<file path="src/rtl/fir_pkg.sv">
// Shared types and constants for the streaming FIR filter.
`default_nettype none
package fir_pkg;

    localparam int SAMPLE_BITS  = 16;
    localparam int COEF_BITS    = 16;
    localparam int TAP_IDX_BITS = 6;
    localparam int FRAC_BITS    = 15;
    localparam int TAPS_DEFAULT = 64;

    typedef enum logic {
        MODE_FILTER = 1'b0,
        MODE_LOAD   = 1'b1
    } t_mode;

    typedef struct packed {
        t_mode                          mode;
        logic signed [SAMPLE_BITS-1:0]  sample;
        logic [TAP_IDX_BITS-1:0]        tap_index;
        logic signed [COEF_BITS-1:0]    tap_value;
    } t_in_beat;

    typedef struct packed {
        logic signed [SAMPLE_BITS-1:0]  filtered;
        logic                           clipped;
    } t_out_beat;

    typedef struct packed {
        logic shift;
        logic clear;
        logic load;
    } t_cell_ctrl;

endpackage
`default_nettype wire

</file>
<file path="src/rtl/fir_cell.sv">
// One tap cell of the transposed FIR chain: coefficient, multiplier and partial sum.
`default_nettype none
module fir_cell import fir_pkg::*; #(
    parameter int ACC_W = SAMPLE_BITS + COEF_BITS + 7
) (
    input  wire logic                       i_clk,
    input  wire logic                       i_rst_n,
    input  wire t_cell_ctrl                 i_ctrl,
    input  wire logic signed [COEF_BITS-1:0]   i_coef,
    input  wire logic signed [SAMPLE_BITS-1:0] i_sample,
    input  wire logic signed [ACC_W-1:0]       i_sum,
    output logic signed [ACC_W-1:0]            o_sum
);

    logic signed [COEF_BITS-1:0]              r_coef;
    logic signed [ACC_W-1:0]                  r_sum;
    logic signed [COEF_BITS+SAMPLE_BITS-1:0]  w_prod;
    logic signed [ACC_W-1:0]                  n_sum;

    assign w_prod = r_coef * i_sample;
    assign n_sum  = ACC_W'(w_prod) + i_sum;
    assign o_sum  = r_sum;

    always_ff @(posedge i_clk) begin
        if (!i_rst_n) begin
            r_coef <= '0;
            r_sum  <= '0;
        end else begin
            if (i_ctrl.load) begin
                r_coef <= i_coef;
            end
            if (i_ctrl.clear) begin
                r_sum <= '0;
            end else if (i_ctrl.shift) begin
                r_sum <= n_sum;
            end
        end
    end

endmodule
`default_nettype wire

</file>
<file path="config.mk">
export PLATFORM = sky130hd
export DESIGN_NAME = fir_cell
export DESIGN_NICKNAME = d
export VERILOG_FILES = /design/src/rtl/fir_pkg.sv /design/src/rtl/fir_cell.sv
export SDC_FILE = /design/constraint.sdc
export NUM_CORES = 1
export LEC_CHECK = 0
export ABC_AREA = 1
export BUFFER_PORTS_ARGS = -buffer_cell sky130_fd_sc_hd__buf_2
export CORE_MARGIN = 3
export CORE_UTILIZATION = 57
export CTS_BUF_LIST = sky130_fd_sc_hd__clkbuf_4 sky130_fd_sc_hd__clkbuf_8
export DETAILED_ROUTE_END_ITERATION = 10
export GPL_TIMING_DRIVEN = 0
export MAX_ROUTING_LAYER = met4
export PLACE_DENSITY_LB_ADDON = 0.15
export SKIP_LAST_GASP = 1
export SLEW_MARGIN = 20
export SYNTH_ARGS = -nofsm -noshare
export SYNTH_HDL_FRONTEND = slang
export SYNTH_SLANG_ARGS = --single-unit
</file>
<file path="constraint.sdc">
create_clock -name i_clk -period 11.4 [get_ports i_clk]
set_clock_uncertainty 0.1 [all_clocks]
set_input_delay 1.71 -clock i_clk [delete_from_list [all_inputs] [get_ports i_clk]]
set_output_delay 1.71 -clock i_clk [all_outputs]
set_load 0.05 [all_outputs]
</file>
Word-level counts from Yosys, hierarchy flattened. Index checks and enable logic that the tools add are counted.

Register bits: 55. Input bits: 76. Output and inout bits: 39. Word-level logic and storage cells: 6.

Add/sub/neg operators: 1. $mul: 1. Bitwise operators: 1. Reductions and logical operators: 1.

Operators with widths (count): $add 32x39->39 (1); $mul 16x16->32 (1); $reduce_or 2->1 (1); $not 1->1 (1).

Depth between registers and ports, before layout.
Word-level depth: 2. Mapped depth: 31. Mapped depth without buffers: 29.

Least setup slack after synthesis. No wires, ideal clock.

Path type: input -> register. From: input port i_sample[5]. To: register r_sum[34] (netlist: o_sum[34]). Setup time: 0.109 ns. Data arrival time: 6.972 ns. Data required time: 11.191 ns. Slack: 4.219 ns. Stages on the path: 22. Buffers on the path: 2. Path through: clkbuf_1 clkbuf_1 nand2_1 fa_1 inv_1 fa_1 fa_1 fa_1 inv_1 fa_1 fa_1 inv_1 ha_1 a21oi_1 o21ai_0 o21bai_1 nor2_1 nand2_1 nand2_1 nand3_1 nand2_1 inv_1.

Cells in the longest elaborated chain, start to end: 2.

Ends and longest elaborated chain: start, declared (line fir_cell.sv:10) `input wire logic signed [SAMPLE_BITS-1:0] i_sample,`; $mul 16x16->32 (line fir_cell.sv:20) `assign w_prod = r_coef * i_sample;`; $add 32x39->39 (line fir_cell.sv:21) `assign n_sum = ACC_W'(w_prod) + i_sum;`; end signal, assigned (line fir_cell.sv:35) `r_sum <= n_sum;`; end, declared (line fir_cell.sv:16) `logic signed [ACC_W-1:0] r_sum;`.

Every way passes these cells. A chain may end at the register's enable or synchronous reset.

Final worst setup path.
From: input port i_sample[5]. To: register r_sum[38] (netlist: o_sum[38]).

The elaborated chain is that of the path after synthesis.

==> reports/qor.csv <==
stage;metric;value;unit
synth;Simple-Gate Fraction of Synth Area;19.8;%
synth;share of flip-flops with an asynchronous set or reset after synthesis;0;%
synth;largest family of logic cells by synthesized area;adder cells;
synth;mux cell area share after synthesis;0;%
clock_network;clk buf depth;2;
timing;worst slew pin tran;901;ps
floorplanning;Std-Cell Rows;59;
route;Routed Antenna Nets;0;
synth;Post-synth EDFFs;0;
synth;Yosys reg bits;55;
final_layout;share of layout cells above drive strength 1;7.52;%
grt;pin count of the biggest net entering global routing;24;
floorplanning;Core ar.;26400;um^2
clock_network;root buf cell;clkbuf_8;
clock_network;htree depth;2;
worst_hold_path;Hold WC Path Type;flip-flop to flip-flop;
floorplanning;I/O pins;115;
timing;Max Clock Freq;120;MHz
worst_setup_path;Worst Path Max Fanout;10;
synth;share of the synthesized area in the top cell type;42.3;%
final_layout;Reg area;1100;um^2
route;drt first pass iters;5;
synth;Distinct cells, synth;30;
grt;first-pass GRT wire length;67400;um
synth;Mapped Cells;2074;
grt;vias in the first global route;13100;
floorplanning;chip width;171;um
synth;Synthesized Nets;2589;
synth;adder-cell share of the synthesized area;51.5;%
route;Via-to-Cell Ratio;4.97;
clock_network;Post-CTS Resized;0;
timing;Max-slew headroom;39.9;%
grt;initial antenna violation count;2;
route;vias;12500;
worst_setup_path;Worst setup SP type;input port;
worst_setup_path;WS Path Type;input port to flip-flop;
route;routed wire length;40600;um
worst_setup_path;Crit path arrival time;8470;ps
clock_network;Post-CTS Repair Setup Buffers;0;
synth;Ys Warns;0;
worst_setup_path;Worst setup EP type;flip-flop;
synth;post-synthesis instance area;15400;um^2
synth;Post-Synth XOR/XNOR Area;0.851;%
placed_design;Placer Congestion;0.964;
timing;Slew Viols, Final;0;
clock_network;clock transition at the registers of the reported paths;110;ps
route;DRT iter0 DRCs;912;
placed_design;DP Wirelength;35700;um
final_layout;Filler cells;2489;
final_layout;Nets;2694;
clock_network;insertion delay to the later sink of the worst-skew pair;330;ps
timing;Final Hold Violating Endpoints;0;
placed_design;dpl cells;2507;
timing;endpoints failing setup;0;
floorplanning;Die Ht;171;um
timing;Final min period;8330;ps
worst_setup_path;Data required, critical path;11540;ps
route;detailed-route DRC error count;0;
synth;leading post-synthesis cells by cell area;fa_1 (42%), inv_1 (15%), nand2_1 (12%), ha_1 (9.2%), dfxtp_1 (7.1%);
synth;Synth area leader;fa_1;
grt;total track usage;30.7;%
floorplanning;initial core utilization;58.6;%
timing;final period utilization;73.1;%
run_status;status;completed;
placed_design;IO Port Bufs;98;
final_layout;fin cells;2517;
clock_network;CTS buffer count;5;
floorplanning;die footprint;29100;um^2
final_layout;multi-input logic area;11600;um^2
route;drt wl/cell;16.1;um
synth;Synth top cells by count;inv_1 (631), nand2_1 (492), fa_1 (326), nor2_1 (176), ha_1 (113);
synth;syn_area_per_cell;7.44;um^2
run;MaxCap Viol Count;0;
timing;final setup TNS;0;ps
synth;Synth Flop Type;dfxtp_1;
grt;gr ovfl total;0;
synth;most repeated cell in the gate-level netlist after synthesis;inv_1;
clock_network;CTS tree;built;
timing;RSZ-0062 raised after global routing;false;
clock_network;# clock sinks;55;
synth;Seq/Total Area, Yosys;7.13;%
final_layout;Layout area overhead;6.62;%
clock_network;CTS Hold Bufs;0;
synth;post-synthesis compound-gate area fraction;3.29;%
[flip-flops by register name (all words and copies together) (netlist names)]
name,cells
r_coef,16
o_sum,39
[worst max-delay path: stages]
cell and delay [ps]:
clkbuf_1 470, clkbuf_1 520, nand2_1 230, fa_1 590
inv_1 60, fa_1 870, fa_1 490, inv_1 260
fa_1 540, inv_1 60, fa_1 530, inv_1 50
fa_1 490, inv_1 50, ha_1 370, nand2_1 120
nor2_1 230, nand2_1 150, nor2_1 170, nand3_1 190
nand4_1 140, nand3_1 80, nand2_1 80, inv_1 30
[cells in the final DEF (no fill, tap or decap), types with 2 or more instances in the layout]
master,instances
ha_1,113
nand2_2,16
o21bai_1,7
a21oi_1,29
nand3b_1,3
nor2_2,12
inv_1,631
clkbuf_8,7
buf_1,5
nand3_1,39
o21ai_0,41
clkbuf_1,68
fa_1,325
dfxtp_1,55
diode_2,2
nor3_2,4
nor2_1,176
o21ai_1,9
buf_2,101
nand3_2,7
a21oi_2,6
nand2_1,492
xor2_1,13
nand4_1,5
inv_2,6
xnor2_1,2
[logic make-up (layout without fill, tap and decap cells)]
logic type                 after synthesis  count (layout)
and+or+nand+nor                        757             757
AOI/OAI and AO/OA                       93              93
other                                    0               2
xor gates and xnor gates                15              15
DFF                                     55              55
adders and majority gates              439             439
buffers and inverters                  715             821
[routing by layer]
metal | track usage [%] | share of wire (%)
met4 | 7.05 | 2.6
met2 | 51.9 | 50
met3 | 3.79 | 6.8
met5 | - | 0
met1 | 40.0 | 41
[through the flow]
stage	utilization (%)	setup slack, ps	hold WS [ps]	cell area (um^2)
2_1_floorplan	-	4220	523	15400
3_3_place_gp	62.0	2760	349	16300
3_5_place_dp	62.0	2750	358	16300
4_1_cts	62.4	3110	378	16400
5_1_grt	62.4	2610	412	16500
6_report	62.4	3070	374	16500
[final cells by class]
class	count	share of cell area, %
repair buffers	98	2.98
flip-flops and latches	55	6.69
clock inverters	1	0.0456
clock buffers	7	0.586
multi-input cells	1304	70.8
inverters	637	14.5
diodes	2	0.0304
plain buffers	78	1.83
well taps	335	2.55
[final timing paths]
kind	depth (start not counted)	endpoint	slack, ps	start
worst max-delay path	24	o_sum[38]$_SDFFE_PP0P_	3070	i_sample[5]
worst min-delay path	2	o_sum[1]$_SDFFE_PP0P_	370	o_sum[1]$_SDFFE_PP0P_
worst max register to register	24	o_sum[38]$_SDFFE_PP0P_	4290	r_coef[15]$_SDFFE_PN0P_
worst min register to register	2	o_sum[1]$_SDFFE_PP0P_	370	o_sum[1]$_SDFFE_PP0P_
Power is left out: the tool's default activity adds up to more than one toggle a clock period on the data nets, which glitch-free logic cannot reach.
