`src/rtl/fir_pkg.sv`:
```
// Shared types and constants for the streaming FIR filter.
`default_nettype none
package fir_pkg;

    localparam int SAMPLE_BITS  = 16;
    localparam int COEF_BITS    = 16;
    localparam int TAP_IDX_BITS = 6;
    localparam int FRAC_BITS    = 15;
    localparam int TAPS_DEFAULT = 64;

    typedef enum logic {
        MODE_FILTER = 1'b0,
        MODE_LOAD   = 1'b1
    } t_mode;

    typedef struct packed {
        t_mode                          mode;
        logic signed [SAMPLE_BITS-1:0]  sample;
        logic [TAP_IDX_BITS-1:0]        tap_index;
        logic signed [COEF_BITS-1:0]    tap_value;
    } t_in_beat;

    typedef struct packed {
        logic signed [SAMPLE_BITS-1:0]  filtered;
        logic                           clipped;
    } t_out_beat;

    typedef struct packed {
        logic shift;
        logic clear;
        logic load;
    } t_cell_ctrl;

endpackage
`default_nettype wire

```
`src/rtl/fir_sat.sv`:
```
// Round, scale and saturate the full-precision sum to one output beat.
`default_nettype none
module fir_sat import fir_pkg::*; #(
    parameter int ACC_W = SAMPLE_BITS + COEF_BITS + 7
) (
    input  wire logic signed [ACC_W-1:0] i_sum,
    output t_out_beat                    o_beat
);

    localparam int Q_W = ACC_W + 1 - FRAC_BITS;
    localparam logic signed [Q_W-1:0] Q_MAX = Q_W'((1 << (SAMPLE_BITS - 1)) - 1);
    localparam logic signed [Q_W-1:0] Q_MIN = ~Q_MAX;

    logic signed [ACC_W:0]  w_round;
    logic signed [Q_W-1:0]  w_q;

    assign w_round = {i_sum[ACC_W-1], i_sum} + (ACC_W+1)'(1 << (FRAC_BITS - 1));
    assign w_q     = w_round[ACC_W:FRAC_BITS];

    always_comb begin
        if (w_q > Q_MAX) begin
            o_beat.filtered = Q_MAX[SAMPLE_BITS-1:0];
            o_beat.clipped  = 1'b1;
        end else if (w_q < Q_MIN) begin
            o_beat.filtered = Q_MIN[SAMPLE_BITS-1:0];
            o_beat.clipped  = 1'b1;
        end else begin
            o_beat.filtered = w_q[SAMPLE_BITS-1:0];
            o_beat.clipped  = 1'b0;
        end
    end

endmodule
`default_nettype wire

```
`config.mk`:
```
export PLATFORM = sky130hd
export DESIGN_NAME = fir_sat
export DESIGN_NICKNAME = d
export VERILOG_FILES = /design/src/rtl/fir_pkg.sv /design/src/rtl/fir_sat.sv
export SDC_FILE = /design/constraint.sdc
export NUM_CORES = 1
export LEC_CHECK = 0
export ABC_AREA = 1
export BUFFER_PORTS_ARGS = -buffer_cell sky130_fd_sc_hd__buf_2
export CAP_MARGIN = 20
export CORE_ASPECT_RATIO = 1.4
export CORE_UTILIZATION = 40
export DETAILED_ROUTE_END_ITERATION = 10
export GPL_TIMING_DRIVEN = 0
export PLACE_DENSITY = 0.77
export SKIP_LAST_GASP = 1
export SLEW_MARGIN = 20
export SYNTH_ARGS = -nofsm -noshare
export SYNTH_HDL_FRONTEND = slang
export SYNTH_SLANG_ARGS = --single-unit
```
`constraint.sdc`:
```
create_clock -name vclk -period 1.8
set_input_delay 0.27 -clock vclk [all_inputs]
set_output_delay 0.27 -clock vclk [all_outputs]
set_load 0.01 [all_outputs]
```
# [Word level (Yosys, flattened, before mapping)]
# Index checks and enable logic that the tools add are counted.
[op_classes] add_sub_neg=1 n_lt_le_gt_ge=2 mux=2
[ops] cell="$add 39x16->40 const B" n=1
[ops] cell="$mux 17" n=2
[ops] cell="$gt 25x16->1 const B" n=1
[ops] cell="$lt 25x16->1 const B" n=1
[totals] register_bits=0 in_bits=39 elab_cells=5

# [Longest topological paths before layout]
# Gate-level depths: netlist of run 1.
[logic_depth] ltp_word=4 mapped_depth=15 ltp_nobuf=14

# [Least setup slack after synthesis of run 1]
# No wires, ideal clock.
[synth_path] path_kind="input to output" from="input port i_sum[14]" to="output port o_beat[10] in the netlist's numbering" t_arrival_ns=1.612 required_ns=1.530 slack_ns=-0.082 path_stages=15 n_path_buf=1 path_cell_list="ha_1 -> nand2_2 -> nor2_2 -> nand2_2 -> nor2_4 -> nand2_1 -> nand2_1 -> nand2_1 -> nor2_1 -> nand2_1 -> nor2_2 -> nand2_2 -> nand2_4 -> buf_12 -> nand2_1"
[synth_rtl] element="start: declaration" line="fir_sat.sv:6" source="input wire logic signed [ACC_W-1:0] i_sum,"
[synth_rtl] element="end: declaration" line="fir_sat.sv:7" source="output t_out_beat o_beat"

==> impl_results.md, run 1 <==
- Vias in the first global route: 1,121
- Core region area: 2227 µm²
- Biggest area consumer among synthesized cells: nand2_1
- Internal Pwr Total: 0.1516 mW
- RSZ-0062 raised after global routing: yes
- Power share of the combinational group: 100.0%
- CP Launch Type: primary input
- Layout cells sized above 1: 49.22%
- CP max stage delay: around 0.17 ns
- Area Overhead vs Synth: 75.16%
- Final setup vio count: 16
- Crit. End Element: output pin
- Filler instances: ~170
- Starting density of the core: a little over two fifths
- Layout clock buffers: 0
- Failing checks: DRC, setup timing
- CP cell instances: buf_2, nand2_4, nor2_4, nand2_1, nor2_1, nand3b_1, nand2_1, nand2_1, nor2_2, nand2_2, nand2_4, clkbuf_16, nand2_1, nand2_2, buf_6
- DR WL/cell: 13.50 µm
- Final Critical Period: 2.206 ns
- Worst setup margin: -0.4064 ns
- Static Leak: 0.8250 nW
- First-pass GRT wire length: 4347 µm
- Total GRT Usage: 20.96%
- CP dominant cell by count: nand2_1
- Largest net degree at the start of global routing: 11
- Type of the worst min-delay path: in -> out
- Fin. max-slew vios: 0
- I/O Pins: 56
- Syn avg cell area: 4.859 µm²
- Critical path buffer and inverter count: 3
- Worst Hold Path EP: o_beat[1]
- Switching Share: 54.32%
- Worst path required time: 1.53 ns
- Clock power frac: 0%
- Antenna violations before repair: 0
- Post-Route WL: 3752 µm
- PwrDens: 198.0 nW/µm²
- Worst-Margin Slew: 0.2701 ns
- Antenna-violating nets left: 0
- IO buf count: 42
- Fin crit share: 122.6%
- Final Hold Fails: 0
- GP Congestion: about 0.85
- DRT iter0 DRCs: 58
- Hold path start: i_sum[14]
- Status: finished with violations
- Final Util: 75.28%
- Dpl hpwl: 2147 µm
- Net Sw Power: 0.1803 mW
- Final #Nets: 298
- Sequential cells: 0
- Synth Cell Area: ~960 µm²
- DR vias: 1,466
- Flop pwr share: 0%
- Hold path depth: 5
- Worst hold margin: roughly 0.94 ns
- Antenna Cells: 0
- DRT Pass-1 Iters: 8
- Area share of the largest cell type after synthesis: 36.47%
- Die W: ~43 µm
- Total Die Area: between 2000 and 3000 µm²
- CP arrival: between 1.5 and 2 ns
- Row count: 20
- F_max: 453.2 MHz
- CP delay by family, top: simple AND/OR/NAND/NOR gates
- Headroom to the max-slew limit: 81.87%
- Critical Path Fanout Max: 6
- Slowest-stage cell, CP: nor2_4
- Sequential element share of the synthesized area: 0%
- Synth top area cells: nand2_1 (36%), nor2_1 (14%), xor2_1 (7.3%), inv_1 (5.5%), xnor2_1 (5.5%)
- Post-route DRC: 10
- Critical path type: in -> out
- Top cells by count, synth: nand2_1 (93), nor2_1 (36), inv_1 (14)
- Max cap viols: 0
- Post-synthesis net count: 237
- Synth Instances: 197
- YS warnings: 0
- Most frequent cell after synthesis: nand2_1
- GRT Residual Overflow: 0
- Yosys cell types: 19
- Die height: ~60 µm
- Routed vias/inst: 5.273
- VDD IR max: approximately 0.14 mV
- Reg area: 0 µm²
worst min-delay path, delay by kind of cell:
kind / cells / cell delay, ns
buffers and inverters: 2 / 0.20
adders and majority gates: 1 / 0.11
and+or+nand+nor: 2 / 0.09
timing repair:
item / 4_1_cts / 5_1_grt
endpoints found under the hold margin: 0 / 0
resized for setup: 26 / 49
cloned: 1 / 1
hold buffers: 0 / 0
buffers inserted: 12 / 4
pin swaps: 6 / 13
endpoints found under the setup margin: 16 / 16
per-stage QoR:
step                      worst slack, ns  power, mW  setup TNS (ns)  cell area [µm²]  instances
after CTS                         -0.3097     0.2664          -4.612             1463        274
final                             -0.4064     0.3319          -5.603             1677        278
after floorplan                 -0.006874     0.1343        -0.06348             1002        197
after global placement            -0.3987     0.2182          -5.555             1240        261
after global routing              -0.5047     0.3522          -6.996             1677        278
after detailed placement          -0.4190     0.2203          -5.848             1240        261
per-layer routing:
layer	vias up	GRT usage [%]	share of wire (%)
met2	69	43.07	57
met3	10	0.9063	5.8
li1	722	-	-
met1	665	23.60	36
met4	0	2.679	1.4
met5	-	0	0
layout make-up:
class | count | area, µm² | share of cell area (%)
Buffer | 2 | 35.03 | 2.090
Inverter | 14 | 52.55 | 3.134
Multi-Input combinational cell | 181 | 1092 | 65.15
Tap cell | 22 | 27.53 | 1.642
Timing Repair Buffer | 59 | 469.2 | 27.99
layout by cell type, fill, tap and decap left out, types with 5 or more instances in the layout:
cell / count
nand2_1: 66
buf_4: 14
inv_1: 13
nor2_1: 21
xor2_1: 8
nor2_2: 13
nor2_4: 10
nand2_2: 24
nand3_1: 6
xnor2_1: 6
buf_2: 27
nand3b_1: 5
buf_6: 13
nand2_4: 13
worst max-delay path by stage:
stage	to	start	depth (start not counted)	slack [ns]
after floorplan	o_beat[10]	i_sum[14]	15	-0.007
after global placement	o_beat[12]	i_sum[14]	17	-0.40
after detailed placement	o_beat[10]	i_sum[14]	17	-0.42
after CTS	o_beat[1]	i_sum[14]	18	-0.31
after global routing	o_beat[2]	i_sum[27]	16	-0.50
final	o_beat[14]	i_sum[20]	15	-0.41
power by group through the flow:
| stage | clock network [mW] | logic [mW] | registers [mW] |
|---|---|---|---|
| 6_report | 0 | 0.332 | 0 |
| 2_1_floorplan | 0 | 0.134 | 0 |
| 4_1_cts | 0 | 0.266 | 0 |
| 3_5_place_dp | 0 | 0.220 | 0 |
| 3_3_place_gp | 0 | 0.218 | 0 |
| 5_1_grt | 0 | 0.352 | 0 |
cell families (layout without fill, tap and decap cells):
group | count (synthesis) | count (layout) | synth area share [%]
AOI/OAI and AO/OA | 3 | 3 | 2.222
xor gates and xnor gates | 14 | 14 | 12.81
adders and majority gates | 1 | 1 | 1.307
buffers and inverters | 16 | 75 | 9.150
and+or+nand+nor | 163 | 163 | 74.51
Note: power is estimated with default switching activity, not from simulation.
==> run 2, diff against run 1 <==
--- a/config.mk
+++ b/config.mk
@@ -13,6 +13,7 @@
 export DETAILED_ROUTE_END_ITERATION = 10
 export GPL_TIMING_DRIVEN = 0
 export PLACE_DENSITY = 0.77
+export SETUP_SLACK_MARGIN = 0.5
 export SKIP_LAST_GASP = 1
 export SLEW_MARGIN = 20
 export SYNTH_ARGS = -nofsm -noshare
==> impl_results.md, run 2 (same netlist as run 1, synthesis figures left out) <==
- Layout clock buffers: 0
- VDD IR max: 0.1461 mV
- Clock power frac: 0%
- Static Leak: ~0.84 nW
- Worst-Margin Slew: approximately 0.34 ns
- DR vias: between 1,000 and 1,500
- Starting density of the core: 42.98%
- Failing checks: DRC, setup timing
- Area Overhead vs Synth: 80.78%
- IO buf count: 42
- Fin. max-slew vios: 0
- Status: finished with violations
- Net Sw Power: 0.1759 mW
- Internal Pwr Total: between 0.15 and 0.2 mW
- Dpl cell area: 1240 µm²
- Antenna-violating nets left: 0
- Critical path type: in -> out
- GP Congestion: 0.8581
- Setup WS pre-CTS: -0.4242 ns
- Type of the worst min-delay path: in -> out
- Cells after DPL: ~260
- Tot Pwr: 0.3423 mW
- Total Die Area: 2595 µm²
- CP arrival: 1.90 ns
- Layout cells sized above 1: 47.64%
- Critical Path Fanout Max: 5
- Die height: 59.88 µm
- Sequential cells: 0
- Final Util: 77.70%
- Final Critical Period: roughly 2.2 ns
- Vias in the first global route: roughly 1,200
- Most frequent cells in the layout: nand2_1 (68), nor2_1 (22), nand2_2 (19), buf_6 (18)
- Flop pwr share: 0%
- Crit. End Element: output pin
- Power share of the combinational group: 100.0%
- Die W: 43.34 µm
- Filler instances: 155
- Post-Route WL: 3416 µm
- CP Launch Type: primary input
- Antenna Cells: 0
- Core region area: roughly 2200 µm²
- I/O Pins: 56
- Most common cell after layout, fill and taps aside: nand2_1
- RSZ-0062 raised after global routing: yes
- Final Hold Fails: 0
- Max cap viols: 0
- DRT iter0 DRCs: 53
- Row count: 20
- GRT Residual Overflow: 0
- Largest net degree at the start of global routing: 11
- Routed vias/inst: 5.054
- Fin crit share: 120.4%
- Reg area: 0 µm²
- Worst path required time: 1.53 ns
- DR WL/cell: 12.38 µm
- Setup TNS: -5.546 ns
- Total GRT Usage: between 20% and 30%
- DRT Pass-1 Iters: 7
- Worst setup margin: -0.3679 ns
- Headroom to the max-slew limit: 77.12%
- Switching Share: between 50% and 60%
- Final setup vio count: 16
- Post-route cell area: 1730 µm²
- Final #Nets: 296
- F_max: 461.3 MHz
- First-pass GRT wire length: 4767 µm
- PwrDens: 197.8 nW/µm²
- Dpl hpwl: 2175 µm
- Worst hold margin: 0.9390 ns
- Final cell count without fillers: 276
- Antenna violations before repair: 0
- Post-route DRC: 6
-- run 2: repair_timing --
item,CTS,global route
buffers inserted,12,2
gates cloned,1,0
setup endpoints to repair,17,17
hold buffers,0,0
pin swaps,21,6
resized for setup,55,32
-- run 2: path summary, 6_finish.rpt --
| check | from | to | cells after the start | slack [ns] |
|---|---|---|---|---|
| max | i_sum[14] | o_beat[8] | 18 | -0.37 |
| min | i_sum[16] | o_beat[2] | 5 | 0.94 |
-- run 2: worst max-delay path, cell delays in order --
cell and delay [ns]:
buf_8 0.08, ha_4 0.15, nand2_4 0.05, nor2_4 0.12, nand2_4 0.10, nor2_4 0.10
nand2_1 0.06, nand2_1 0.07, nand2_2 0.06, nor2_1 0.09, nand2_1 0.08, nor2_2 0.10
nand2_2 0.07, nand2_4 0.09, buf_12 0.12, buf_12 0.11, nand2_2 0.06, buf_6 0.12
-- run 2: power by group through the flow --
stage	logic (mW)	registers (mW)	clock network, mW
floorplan	0.134	0	0
global placement	0.218	0	0
detailed placement	0.220	0	0
CTS	0.300	0	0
global route	0.366	0	0
finish	0.342	0	0
-- run 2: layout make-up --
class                      instances  area, µm²  share of cell area [%]
multi-input combinational        181       1102                   63.70
timing repair buffer              57      513.0                   29.65
buffer                             2      35.03                   2.025
tap                               22      27.53                   1.591
inverter                          14      52.55                   3.037
-- run 2: routing by layer --
metal	GRT usage (%)	up-vias	share of wire, %
met3	0.6042	2	4.1
met2	48.27	42	58
met5	0	-	0
met4	2.679	0	0.41
met1	25.05	637	37
li1	-	714	-
